<file path="src/hw/rtl/cps_pkg.sv">
// Shared types, constants and tables for the cart-pole dynamics step block.
package cps_pkg;

  localparam int VALUE_BITS        = 24;
  localparam int FRACTION_BITS     = 16;
  localparam int CORDIC_ITERATIONS = 16;
  localparam int GUARD_BITS        = 4;
  localparam int ITER_BITS         = $clog2(CORDIC_ITERATIONS);
  localparam int ANGLE_BITS        = VALUE_BITS + GUARD_BITS;
  localparam int VEC_BITS          = VALUE_BITS + 1;
  localparam int QUO_BITS          = VALUE_BITS + FRACTION_BITS;
  localparam int CFG_INDEX_BITS    = 3;
  localparam int CFG_DATA_BITS     = 23;

  typedef logic signed [VALUE_BITS-1:0] val_t;
  typedef logic signed [ANGLE_BITS-1:0] ang_t;
  typedef logic signed [VEC_BITS-1:0]   vec_t;

  typedef struct packed {
    logic action;
    logic clear_first;
  } cmd_t;

  typedef struct packed {
    val_t cart_position;
    val_t cart_velocity;
    val_t pole_angle;
    val_t pole_rate;
    logic in_bounds;
  } res_t;

  localparam logic [CFG_INDEX_BITS-1:0] REG_PUSH_FORCE     = 3'd0;
  localparam logic [CFG_INDEX_BITS-1:0] REG_TIME_STEP      = 3'd1;
  localparam logic [CFG_INDEX_BITS-1:0] REG_POSITION_LIMIT = 3'd2;
  localparam logic [CFG_INDEX_BITS-1:0] REG_ANGLE_LIMIT    = 3'd3;

  typedef enum logic [1:0] {
    OP_MUL,
    OP_ADD,
    OP_SUB
  } alu_op_t;

  typedef enum logic [4:0] {
    ST_IDLE, ST_TRIG, ST_SC, ST_RR, ST_C20, ST_MS, ST_ADDF, ST_TEMP,
    ST_NS, ST_NC, ST_NUM, ST_CC, ST_C11, ST_D43, ST_DEN, ST_DSTART,
    ST_DIV, ST_T22, ST_TC, ST_XACC, ST_PM, ST_PA, ST_VM, ST_VA,
    ST_AM, ST_AA, ST_RM, ST_RA, ST_DONE
  } seq_state_t;

  typedef enum logic [2:0] {
    CD_IDLE, CD_RED, CD_WRAP, CD_FOLD, CD_ITER, CD_FIN, CD_DONE
  } cordic_state_t;

  typedef enum logic [1:0] {
    DV_IDLE, DV_RUN, DV_FIN, DV_DONE
  } div_state_t;

  // Q8.16 constants
  localparam val_t C_1_20  = 24'sd3277;
  localparam val_t C_10_11 = 24'sd59578;
  localparam val_t C_49_5  = 24'sd642253;
  localparam val_t C_1_2   = 24'sd32768;
  localparam val_t C_4_3   = 24'sd87381;
  localparam val_t C_1_11  = 24'sd5958;
  localparam val_t C_1_22  = 24'sd2979;
  localparam val_t VMAX    = 24'sh7FFFFF;
  localparam val_t VMIN    = 24'sh800000;

  // angles with 20 fraction bits
  localparam ang_t PI_W      = 28'sd3294199;
  localparam ang_t TWO_PI_W  = 28'sd6588397;
  localparam ang_t HALF_PI_W = 28'sd1647099;
  localparam vec_t GAIN_W    = 25'sd636751;

  function automatic ang_t atan_pow2(input logic [ITER_BITS-1:0] i);
    ang_t r;
    case (i)
      4'd0:    r = 28'sd823550;
      4'd1:    r = 28'sd486170;
      4'd2:    r = 28'sd256879;
      4'd3:    r = 28'sd130396;
      4'd4:    r = 28'sd65451;
      4'd5:    r = 28'sd32757;
      4'd6:    r = 28'sd16383;
      4'd7:    r = 28'sd8192;
      4'd8:    r = 28'sd4096;
      4'd9:    r = 28'sd2048;
      4'd10:   r = 28'sd1024;
      4'd11:   r = 28'sd512;
      4'd12:   r = 28'sd256;
      4'd13:   r = 28'sd128;
      4'd14:   r = 28'sd64;
      default: r = 28'sd32;
    endcase
    return r;
  endfunction

endpackage

</file>
<file path="src/hw/rtl/cps_alu.sv">
// Shared fixed-point unit: rounded saturating multiply, saturating add and subtract.
module cps_alu (
  input  cps_pkg::alu_op_t op,
  input  cps_pkg::val_t    a,
  input  cps_pkg::val_t    b,
  output cps_pkg::val_t    y
);
  import cps_pkg::*;

  localparam int PW = 2 * VALUE_BITS;
  localparam int RW = PW + 1 - FRACTION_BITS;
  localparam logic [RW-1:0] CAP = RW'(1) << (VALUE_BITS - 1);

  logic [VALUE_BITS-1:0]        ma, mb;
  logic [PW-1:0]                prod;
  logic [PW:0]                  psum;
  logic [RW-1:0]                rnd;
  logic [VALUE_BITS-1:0]        mag;
  logic signed [VALUE_BITS+1:0] s;

  always_comb begin
    ma   = a[VALUE_BITS-1] ? unsigned'(-a) : unsigned'(a);
    mb   = b[VALUE_BITS-1] ? unsigned'(-b) : unsigned'(b);
    prod = PW'(ma) * PW'(mb);
    psum = {1'b0, prod} + ((PW + 1)'(1) << (FRACTION_BITS - 1));
    rnd  = psum[PW:FRACTION_BITS];
    mag  = (rnd > CAP) ? CAP[VALUE_BITS-1:0] : rnd[VALUE_BITS-1:0];
    case (op)
      OP_MUL: begin
        if (a[VALUE_BITS-1] ^ b[VALUE_BITS-1]) begin
          s = -$signed({2'b00, mag});
        end else begin
          s = $signed({2'b00, mag});
        end
      end
      OP_ADD:  s = (VALUE_BITS + 2)'(a) + (VALUE_BITS + 2)'(b);
      OP_SUB:  s = (VALUE_BITS + 2)'(a) - (VALUE_BITS + 2)'(b);
      default: s = '0;
    endcase
    if (s > (VALUE_BITS + 2)'(VMAX)) begin
      y = VMAX;
    end else if (s < (VALUE_BITS + 2)'(VMIN)) begin
      y = VMIN;
    end else begin
      y = s[VALUE_BITS-1:0];
    end
  end

endmodule

</file>
<file path="src/hw/rtl/cps_div.sv">
// Restoring divider, one quotient bit per cycle, rounded and saturated Q8.16 quotient.
module cps_div (
  input  logic          clk,
  input  logic          rst,
  input  logic          start,
  input  cps_pkg::val_t n,
  input  cps_pkg::val_t d,
  output logic          done,
  output cps_pkg::val_t q
);
  import cps_pkg::*;

  localparam int CNT_BITS = $clog2(QUO_BITS);
  localparam logic [QUO_BITS-1:0] CAP = QUO_BITS'(1) << (VALUE_BITS - 1);

  div_state_t                state, state_next;
  logic [CNT_BITS-1:0]       cnt;
  logic [VALUE_BITS-1:0]     rem;
  logic [VALUE_BITS:0]       rem_sh;
  logic [QUO_BITS-1:0]       dvd, quo, quo_rnd;
  logic [VALUE_BITS-1:0]     dsr;
  logic                      neg;
  logic [VALUE_BITS-1:0]     mag;

  always_comb begin
    state_next = state;
    case (state)
      DV_IDLE: if (start) state_next = (d <= 0) ? DV_DONE : DV_RUN;
      DV_RUN:  if (cnt == CNT_BITS'(QUO_BITS - 1)) state_next = DV_FIN;
      DV_FIN:  state_next = DV_DONE;
      DV_DONE: state_next = DV_IDLE;
      default: state_next = DV_IDLE;
    endcase
  end

  always_comb begin
    done    = (state == DV_DONE);
    rem_sh  = {rem, dvd[QUO_BITS-1]};
    quo_rnd = quo + QUO_BITS'(({rem, 1'b0} >= {1'b0, dsr}) ? 1 : 0);
    if (quo > CAP || quo_rnd > CAP) begin
      mag = CAP[VALUE_BITS-1:0];
    end else begin
      mag = quo_rnd[VALUE_BITS-1:0];
    end
  end

  always_ff @(posedge clk) begin
    if (rst) begin
      state <= DV_IDLE;
    end else begin
      state <= state_next;
    end
  end

  always_ff @(posedge clk) begin
    case (state)
      DV_IDLE: begin
        neg <= n[VALUE_BITS-1];
        cnt <= '0;
        rem <= '0;
        quo <= '0;
        dsr <= unsigned'(d);
        dvd <= {(n[VALUE_BITS-1] ? unsigned'(-n) : unsigned'(n)), FRACTION_BITS'(0)};
        q   <= n[VALUE_BITS-1] ? VMIN : VMAX;
      end
      DV_RUN: begin
        if (rem_sh >= {1'b0, dsr}) begin
          rem <= VALUE_BITS'(rem_sh - {1'b0, dsr});
          quo <= {quo[QUO_BITS-2:0], 1'b1};
        end else begin
          rem <= rem_sh[VALUE_BITS-1:0];
          quo <= {quo[QUO_BITS-2:0], 1'b0};
        end
        dvd <= {dvd[QUO_BITS-2:0], 1'b0};
        cnt <= cnt + 1'b1;
      end
      DV_FIN: begin
        if (neg) begin
          q <= val_t'(-$signed({1'b0, mag}));
        end else if (mag[VALUE_BITS-1]) begin
          q <= VMAX;
        end else begin
          q <= $signed(mag);
        end
      end
      default: ;
    endcase
  end

endmodule

</file>
<file path="src/hw/rtl/cps_cordic.sv">
// Iterative rotation CORDIC with modulo-2pi reduction, giving sin and cos of the pole angle.
module cps_cordic (
  input  logic          clk,
  input  logic          rst,
  input  logic          start,
  input  cps_pkg::val_t angle,
  output logic          done,
  output cps_pkg::val_t sin_v,
  output cps_pkg::val_t cos_v
);
  import cps_pkg::*;

  cordic_state_t         state, state_next;
  ang_t                  z;
  vec_t                  x, y, xr, yr;
  logic                  flip;
  logic [ITER_BITS-1:0]  i;

  always_comb begin
    state_next = state;
    case (state)
      CD_IDLE: if (start) state_next = CD_RED;
      CD_RED: begin
        if (!(z[ANGLE_BITS-1] ? (z <= -TWO_PI_W) : (z >= TWO_PI_W))) state_next = CD_WRAP;
      end
      CD_WRAP: state_next = CD_FOLD;
      CD_FOLD: state_next = CD_ITER;
      CD_ITER: if (i == ITER_BITS'(CORDIC_ITERATIONS - 1)) state_next = CD_FIN;
      CD_FIN:  state_next = CD_DONE;
      CD_DONE: state_next = CD_IDLE;
      default: state_next = CD_IDLE;
    endcase
  end

  always_comb begin
    done = (state == CD_DONE);
    xr   = (x + vec_t'(1 << (GUARD_BITS - 1))) >>> GUARD_BITS;
    yr   = (y + vec_t'(1 << (GUARD_BITS - 1))) >>> GUARD_BITS;
  end

  always_ff @(posedge clk) begin
    if (rst) begin
      state <= CD_IDLE;
    end else begin
      state <= state_next;
    end
  end

  always_ff @(posedge clk) begin
    case (state)
      CD_IDLE: z <= ang_t'(angle) <<< GUARD_BITS;
      CD_RED: begin
        if (!z[ANGLE_BITS-1] && z >= TWO_PI_W) begin
          z <= z - TWO_PI_W;
        end else if (z[ANGLE_BITS-1] && z <= -TWO_PI_W) begin
          z <= z + TWO_PI_W;
        end
      end
      CD_WRAP: begin
        if (z > PI_W) begin
          z <= z - TWO_PI_W;
        end else if (z < -PI_W) begin
          z <= z + TWO_PI_W;
        end
      end
      CD_FOLD: begin
        flip <= (z > HALF_PI_W) || (z < -HALF_PI_W);
        if (z > HALF_PI_W) begin
          z <= z - PI_W;
        end else if (z < -HALF_PI_W) begin
          z <= z + PI_W;
        end
        x <= GAIN_W;
        y <= '0;
        i <= '0;
      end
      CD_ITER: begin
        if (!z[ANGLE_BITS-1]) begin
          x <= x - (y >>> i);
          y <= y + (x >>> i);
          z <= z - atan_pow2(i);
        end else begin
          x <= x + (y >>> i);
          y <= y - (x >>> i);
          z <= z + atan_pow2(i);
        end
        i <= i + 1'b1;
      end
      CD_FIN: begin
        cos_v <= val_t'(flip ? -xr : xr);
        sin_v <= val_t'(flip ? -yr : yr);
      end
      default: ;
    endcase
  end

endmodule

</file>
<file path="src/hw/rtl/cart_pole_dynamics_step.sv">
// Top level: cart-pole Euler step sequencer around one shared arithmetic unit.
// Each command beat runs one Euler step of the cart-pole state and returns one result beat.
// The step is 23 passes through the shared multiply/add unit, plus the CORDIC (one
// subtraction or addition of 2*pi per cycle for range reduction, up to 20 for the largest
// angles, then 16 rotation steps), plus a divider that produces one quotient bit per cycle
// for its 40 quotient bits. The block takes no new command until the step is done. A
// finished result waits in the output register while the next command is accepted.
// Configuration writes are always ready. Write them only while no step is in flight.
module cart_pole_dynamics_step (
  input  logic                                  clk,
  input  logic                                  rst,
  input  logic                                  cmd_valid,
  output logic                                  cmd_stall,
  input  cps_pkg::cmd_t                         cmd,
  output logic                                  res_valid,
  input  logic                                  res_stall,
  output cps_pkg::res_t                         res,
  input  logic                                  cfg_valid,
  output logic                                  cfg_ready,
  input  logic [cps_pkg::CFG_INDEX_BITS-1:0]    cfg_index,
  input  logic [cps_pkg::CFG_DATA_BITS-1:0]     cfg_data
);
  import cps_pkg::*;

  seq_state_t   state, state_next;
  logic [22:0]  push_force;
  logic [15:0]  time_step;
  logic [22:0]  position_limit;
  logic [17:0]  angle_limit;
  val_t         pos, vel, ang, rate;
  val_t         s_v, c_v, t1, temp, num, den, th, xacc;
  logic         action;
  val_t         fmag, push_val, tau;
  alu_op_t      op;
  val_t         opa, opb, alu_y;
  logic         cd_start, cd_done, dv_start, dv_done;
  val_t         cd_sin, cd_cos, dv_q;
  logic         out_free;
  logic [VALUE_BITS-1:0] abs_pos, abs_ang;

  cps_alu u_alu (.op(op), .a(opa), .b(opb), .y(alu_y));

  cps_cordic u_cordic (
    .clk(clk), .rst(rst), .start(cd_start), .angle(ang),
    .done(cd_done), .sin_v(cd_sin), .cos_v(cd_cos)
  );

  cps_div u_div (
    .clk(clk), .rst(rst), .start(dv_start), .n(num), .d(den),
    .done(dv_done), .q(dv_q)
  );

  assign cfg_ready = 1'b1;
  assign cmd_stall = (state != ST_IDLE);
  assign out_free  = !res_valid || !res_stall;

  always_comb begin
    fmag     = val_t'({1'b0, push_force});
    push_val = action ? fmag : -fmag;
    tau      = val_t'({8'b0, time_step});
  end

  always_comb begin
    state_next = state;
    case (state)
      ST_IDLE:   if (cmd_valid) state_next = ST_TRIG;
      ST_TRIG:   state_next = ST_SC;
      ST_SC:     if (cd_done) state_next = ST_RR;
      ST_RR:     state_next = ST_C20;
      ST_C20:    state_next = ST_MS;
      ST_MS:     state_next = ST_ADDF;
      ST_ADDF:   state_next = ST_TEMP;
      ST_TEMP:   state_next = ST_NS;
      ST_NS:     state_next = ST_NC;
      ST_NC:     state_next = ST_NUM;
      ST_NUM:    state_next = ST_CC;
      ST_CC:     state_next = ST_C11;
      ST_C11:    state_next = ST_D43;
      ST_D43:    state_next = ST_DEN;
      ST_DEN:    state_next = ST_DSTART;
      ST_DSTART: state_next = ST_DIV;
      ST_DIV:    if (dv_done) state_next = ST_T22;
      ST_T22:    state_next = ST_TC;
      ST_TC:     state_next = ST_XACC;
      ST_XACC:   state_next = ST_PM;
      ST_PM:     state_next = ST_PA;
      ST_PA:     state_next = ST_VM;
      ST_VM:     state_next = ST_VA;
      ST_VA:     state_next = ST_AM;
      ST_AM:     state_next = ST_AA;
      ST_AA:     state_next = ST_RM;
      ST_RM:     state_next = ST_RA;
      ST_RA:     state_next = ST_DONE;
      ST_DONE:   if (out_free) state_next = ST_IDLE;
      default:   state_next = ST_IDLE;
    endcase
  end

  always_comb begin
    cd_start = (state == ST_TRIG);
    dv_start = (state == ST_DSTART);
    op  = OP_MUL;
    opa = '0;
    opb = '0;
    case (state)
      ST_RR:   begin opa = rate;   opb = rate;    end
      ST_C20:  begin opa = C_1_20; opb = t1;      end
      ST_MS:   begin opa = t1;     opb = s_v;     end
      ST_ADDF: begin op = OP_ADD;  opa = push_val; opb = t1; end
      ST_TEMP: begin opa = t1;     opb = C_10_11; end
      ST_NS:   begin opa = C_49_5; opb = s_v;     end
      ST_NC:   begin opa = c_v;    opb = temp;    end
      ST_NUM:  begin op = OP_SUB;  opa = num;   opb = t1; end
      ST_CC:   begin opa = c_v;    opb = c_v;     end
      ST_C11:  begin opa = C_1_11; opb = t1;      end
      ST_D43:  begin op = OP_SUB;  opa = C_4_3; opb = t1; end
      ST_DEN:  begin opa = C_1_2;  opb = t1;      end
      ST_T22:  begin opa = C_1_22; opb = th;      end
      ST_TC:   begin opa = t1;     opb = c_v;     end
      ST_XACC: begin op = OP_SUB;  opa = temp;  opb = t1; end
      ST_PM:   begin opa = tau;    opb = vel;     end
      ST_PA:   begin op = OP_ADD;  opa = pos;   opb = t1; end
      ST_VM:   begin opa = tau;    opb = xacc;    end
      ST_VA:   begin op = OP_ADD;  opa = vel;   opb = t1; end
      ST_AM:   begin opa = tau;    opb = rate;    end
      ST_AA:   begin op = OP_ADD;  opa = ang;   opb = t1; end
      ST_RM:   begin opa = tau;    opb = th;      end
      ST_RA:   begin op = OP_ADD;  opa = rate;  opb = t1; end
      default: ;
    endcase
  end

  always_comb begin
    abs_pos = pos[VALUE_BITS-1] ? unsigned'(-pos) : unsigned'(pos);
    abs_ang = ang[VALUE_BITS-1] ? unsigned'(-ang) : unsigned'(ang);
  end

  always_ff @(posedge clk) begin
    if (rst) begin
      state          <= ST_IDLE;
      res_valid      <= 1'b0;
      push_force     <= 23'd655360;
      time_step      <= 16'd1311;
      position_limit <= 23'd262144;
      angle_limit    <= 18'd82355;
      pos            <= '0;
      vel            <= '0;
      ang            <= '0;
      rate           <= '0;
    end else begin
      state <= state_next;
      if (cfg_valid && cfg_ready) begin
        case (cfg_index)
          REG_PUSH_FORCE:     push_force     <= cfg_data[22:0];
          REG_TIME_STEP:      time_step      <= cfg_data[15:0];
          REG_POSITION_LIMIT: position_limit <= cfg_data[22:0];
          REG_ANGLE_LIMIT:    angle_limit    <= cfg_data[17:0];
          default: ;
        endcase
      end
      if (state == ST_DONE && out_free) begin
        res_valid <= 1'b1;
      end else if (!res_stall) begin
        res_valid <= 1'b0;
      end
      case (state)
        ST_IDLE: begin
          if (cmd_valid && cmd.clear_first) begin
            pos  <= '0;
            vel  <= '0;
            ang  <= '0;
            rate <= '0;
          end
        end
        ST_PA:   pos  <= alu_y;
        ST_VA:   vel  <= alu_y;
        ST_AA:   ang  <= alu_y;
        ST_RA:   rate <= alu_y;
        default: ;
      endcase
    end
  end

  always_ff @(posedge clk) begin
    case (state)
      ST_IDLE: action <= cmd.action;
      ST_SC: begin
        s_v <= cd_sin;
        c_v <= cd_cos;
      end
      ST_RR, ST_C20, ST_MS, ST_ADDF, ST_NC, ST_CC, ST_C11, ST_D43, ST_T22, ST_TC,
      ST_PM, ST_VM, ST_AM, ST_RM: t1 <= alu_y;
      ST_TEMP: temp <= alu_y;
      ST_NS, ST_NUM: num <= alu_y;
      ST_DEN:  den  <= alu_y;
      ST_DIV:  th   <= dv_q;
      ST_XACC: xacc <= alu_y;
      ST_DONE: begin
        if (out_free) begin
          res.cart_position <= pos;
          res.cart_velocity <= vel;
          res.pole_angle    <= ang;
          res.pole_rate     <= rate;
          res.in_bounds     <= (abs_pos < {1'b0, position_limit}) &&
                               (abs_ang < VALUE_BITS'(angle_limit));
        end
      end
      default: ;
    endcase
  end

endmodule
</file>
<file path="config.mk">
export PLATFORM = sky130hd
export DESIGN_NAME = cart_pole_dynamics_step
export DESIGN_NICKNAME = d
export VERILOG_FILES = /design/src/hw/rtl/cps_pkg.sv /design/src/hw/rtl/cps_alu.sv /design/src/hw/rtl/cps_div.sv /design/src/hw/rtl/cps_cordic.sv /design/src/hw/rtl/cart_pole_dynamics_step.sv
export SDC_FILE = /design/constraint.sdc
export NUM_CORES = 2
export LEC_CHECK = 0
export ABC_AREA = 1
export BUFFER_PORTS_ARGS = -buffer_cell sky130_fd_sc_hd__buf_2
export CORE_MARGIN = 5
export CORE_UTILIZATION = 40
export CTS_CLUSTER_DIAMETER = 40
export DETAILED_ROUTE_END_ITERATION = 12
export PLACE_DENSITY = 0.59
export SYNTH_ARGS = -nofsm -noshare
export SYNTH_HDL_FRONTEND = slang
export SYNTH_SLANG_ARGS = --single-unit
</file>
<file path="constraint.sdc">
create_clock -name clk -period 34.3 [get_ports clk]
set_clock_uncertainty 0.15 [all_clocks]
set_input_delay 1.715 -clock clk [delete_from_list [all_inputs] [get_ports clk]]
set_output_delay 1.715 -clock clk [all_outputs]
set_load 0.01 [all_outputs]
</file>
==> impl_metrics.tcl <==
set metrics [dict create \
    final_area_um2 78800 \
    postLayoutCoreUtil_pct 44.9 \
    cp_common_cell "nand2_1" \
    status "finished, final reports clean" \
    final_antenna_net_count 0 \
    cp-end-kind "flip-flop" \
    place.gp.congestion 1.07 \
    die_h_um 429 \
    rows 154 \
    ys_seq_area_share_pct 29.9 \
    r2r-end "rate[10]$_SDFFE_PP0P_" \
    synth_fa_ha_area_share_pct 21.3 \
    synth_area_leaders "edfxtp_1, fa_1, nand2_1" \
    cts_tree "built" \
    syn-cell-area_um2 70400 \
    hold_end "c_v[20]$_DFFE_PP_" \
    synthSimpleGateAreaFrac_pct 21.5 \
    routed_via_density 5.49 \
    antenna_found_initial 9 \
    period_share_pct 51.3 \
    fin_setup_tns_ns 0 \
    synth_top_cell_by_area "edfxtp_1" \
    p_leak_nw 36.3 \
    cp_slowest_cell "a2111oi_1" \
    synth_area_per_cell_um2 7.71 \
    die_area_um2 184000 \
    clockBufferDepth 3 \
    drive_gt1_share_pct 7.31 \
    wl_um 292000 \
    drt_first_pass_iters 6 \
    grt_pass1_vias 63400 \
    hold_depth 0 \
    root_buffer "clkbuf_16" \
    slew_violations 0 \
    hold_start "u_cordic.cos_v[20]$_DFFE_PP_" \
    wl_per_cell_um 25.0 \
    hpwl_um 232000 \
    cts-hold-fix-buffers 0 \
    synth-edff-count 564 \
    synth_compound_area_share_pct 12.9 \
    clock_latency_ns 0.81 \
    cts.repair.resized 0 \
    mostFrequentLayoutCells "nand2_1, inv_1, nor2_1" \
    syn_nets 10100 \
    max_stage_delay_ns 0.99 \
    path_max_fanout 30 \
    power_mw 4.46 \
    max_freq_mhz 56.9 \
    dpl_worst_slack_ns 16.85 \
    fin_crit_ns 17.59 \
    initial_utilization_pct 40.1 \
    drc 0 \
    synthMuxAreaShare_pct 0.171 \
    yosysTopAreaCellShare_pct 24.1 \
    cts_setup_buffers 0 \
    finalHoldViolCount 0 \
    min_path_type "reg -> reg" \
    detail_route.iter0.violations 5733 \
    synth-main-ff-cell "edfxtp_1" \
    cts_inserted_buffers 144 \
    synthCells 9129 \
    synth_seq_cells 771 \
    synthXorXnorAreaFrac_pct 3.70 \
    startpoint_type "flip-flop" \
    core_area_um2 176000 \
    port_buffers 131 \
    path_class "reg -> reg" \
    synth_cell_types 77 \
    finalNetCount 10100 \
    grt.total_usage_pct 30.8 \
    setup_viol 0 \
    rsz0062_at_grt "no" \
    maxSlewHeadroom_pct 14.1 \
    ioPinCount 133 \
    layout_commonest_cell "nand2_1" \
    worst_pin_slew_ns 1.28 \
    synth_top_family_by_area "simple AND/OR/NAND/NOR gates" \
    r2r_slack_ns 16.71 \
    cap_violations 0 \
    ir_drop_uv 76.5 \
    fp.dieW_um 429 \
    place_area_um2 73800 \
    h-tree-depth 4 \
    critPathRequiredTime_ns 34.79 \
    rr_worst_depth 61 \
    vias 63900 \
    cts_num_sinks 771 \
    clk_pin_slew_worst_paths_ns 0.06 \
    synthArstFlopShare_pct 0 \
    yosysWarningCount 0 \
    grt_pass1_wl_um 423000 \
    power_density_nw_per_um2 56.7 \
    r2r_start "state[0]$_SDFFE_PP0P_" \
    arrival_ns 18.08 \
    final.setup.worst_slack_ns 16.71 \
    synthToLayoutAreaGrowth_pct 11.9 \
    grt.overflow.total 0 \
    grt_max_degree 88 \
]
flip-flops by register name, indices dropped and copies added (netlist names), 25 cells and up, named ones only:
name,count
res,97
u_cordic.x,25
u_cordic.z,28
u_div.quo,40
u_cordic.y,25
final cells by class:
type                       count  area [um^2]
antenna                        5         12.5
clock buffer                 176         3900
clock inverter                92         1090
fill                       17600        96800
inverter                    1618         6080
multi-input combinational   6407        42200
sequential                   771        21100
tap                         2340         2930
timing repair buffer         237         1450
how the worst max path moves through the flow:
stage                                      from               endpoint  cells after the start
after floorplan           state[4]$_SDFFE_PP0P_      den[16]$_DFFE_PP_                     69
after global placement    state[0]$_SDFFE_PP0P_    vel[0]$_SDFFE_PP0P_                     65
after CTS                 state[0]$_SDFFE_PP0P_  rate[10]$_SDFFE_PP0P_                     60
final                     state[0]$_SDFFE_PP0P_  rate[10]$_SDFFE_PP0P_                     61
after global routing      state[0]$_SDFFE_PP0P_   vel[10]$_SDFFE_PP0P_                     61
after detailed placement  state[0]$_SDFFE_PP0P_    vel[0]$_SDFFE_PP0P_                     60
power breakdown:
group	leakage, nW	internal (mW)	switching [mW]	total [mW]
registers	7.11	1.20	0.131	1.33
logic	26.8	0.510	1.18	1.69
clock network	2.38	0.881	0.559	1.44
metal layers:
metal / vias to the layer above / global-route usage (%) / part of all wire, %
met4: 8 / 16.9 / 6.5
met3: 658 / 5.31 / 6.4
met5: - / 0 / 0.019
met2: 2402 / 52.2 / 48
met1: 31200 / 37.2 / 39
li1: 29700 / - / -
worst max-delay path: cells and delay by family, from the launching register on:
family	cells	cell delay (ns)
AND/OR/NAND/NOR	33	7.49
adder cells (fa/ha/maj)	8	4.06
buffers and inverters	11	2.57
AO/OA/AOI/OAI	9	2.43
flip-flops	1	0.62
per-stage QoR:
stage	hold slack (ns)	std cells
2_1_floorplan	0.250	9129
3_3_place_gp	0.254	11400
3_5_place_dp	0.255	11400
4_1_cts	0.254	11600
5_1_grt	0.263	11600
6_report	0.257	11600
synthesized netlist by cell type (all sizes together), types with 49 or more instances:
| master | n |
|---|---|
| ha | 414 |
| xnor2 | 70 |
| nor3 | 159 |
| xor2 | 225 |
| nand3 | 337 |
| nand2 | 2063 |
| nor4 | 53 |
| o21ai | 598 |
| buf | 57 |
| a31oi | 60 |
| dfxtp | 207 |
| fa | 489 |
| or2 | 49 |
| nand4 | 61 |
| clkbuf | 276 |
| inv | 1591 |
| o211ai | 55 |
| a21oi | 565 |
| edfxtp | 564 |
| nor2 | 837 |
kinds of logic (layout without fill, tap and decap cells):
family          after synthesis  count (layout)
simple gates               3613            3613
buf+inv                    1951            2123
other cells                   1               6
xor+xnor                    295             295
flops                       771             771
mux                          12              12
compound gates             1583            1583
fa+ha+maj                   903             903
Note: power is estimated with default switching activity, not from simulation.
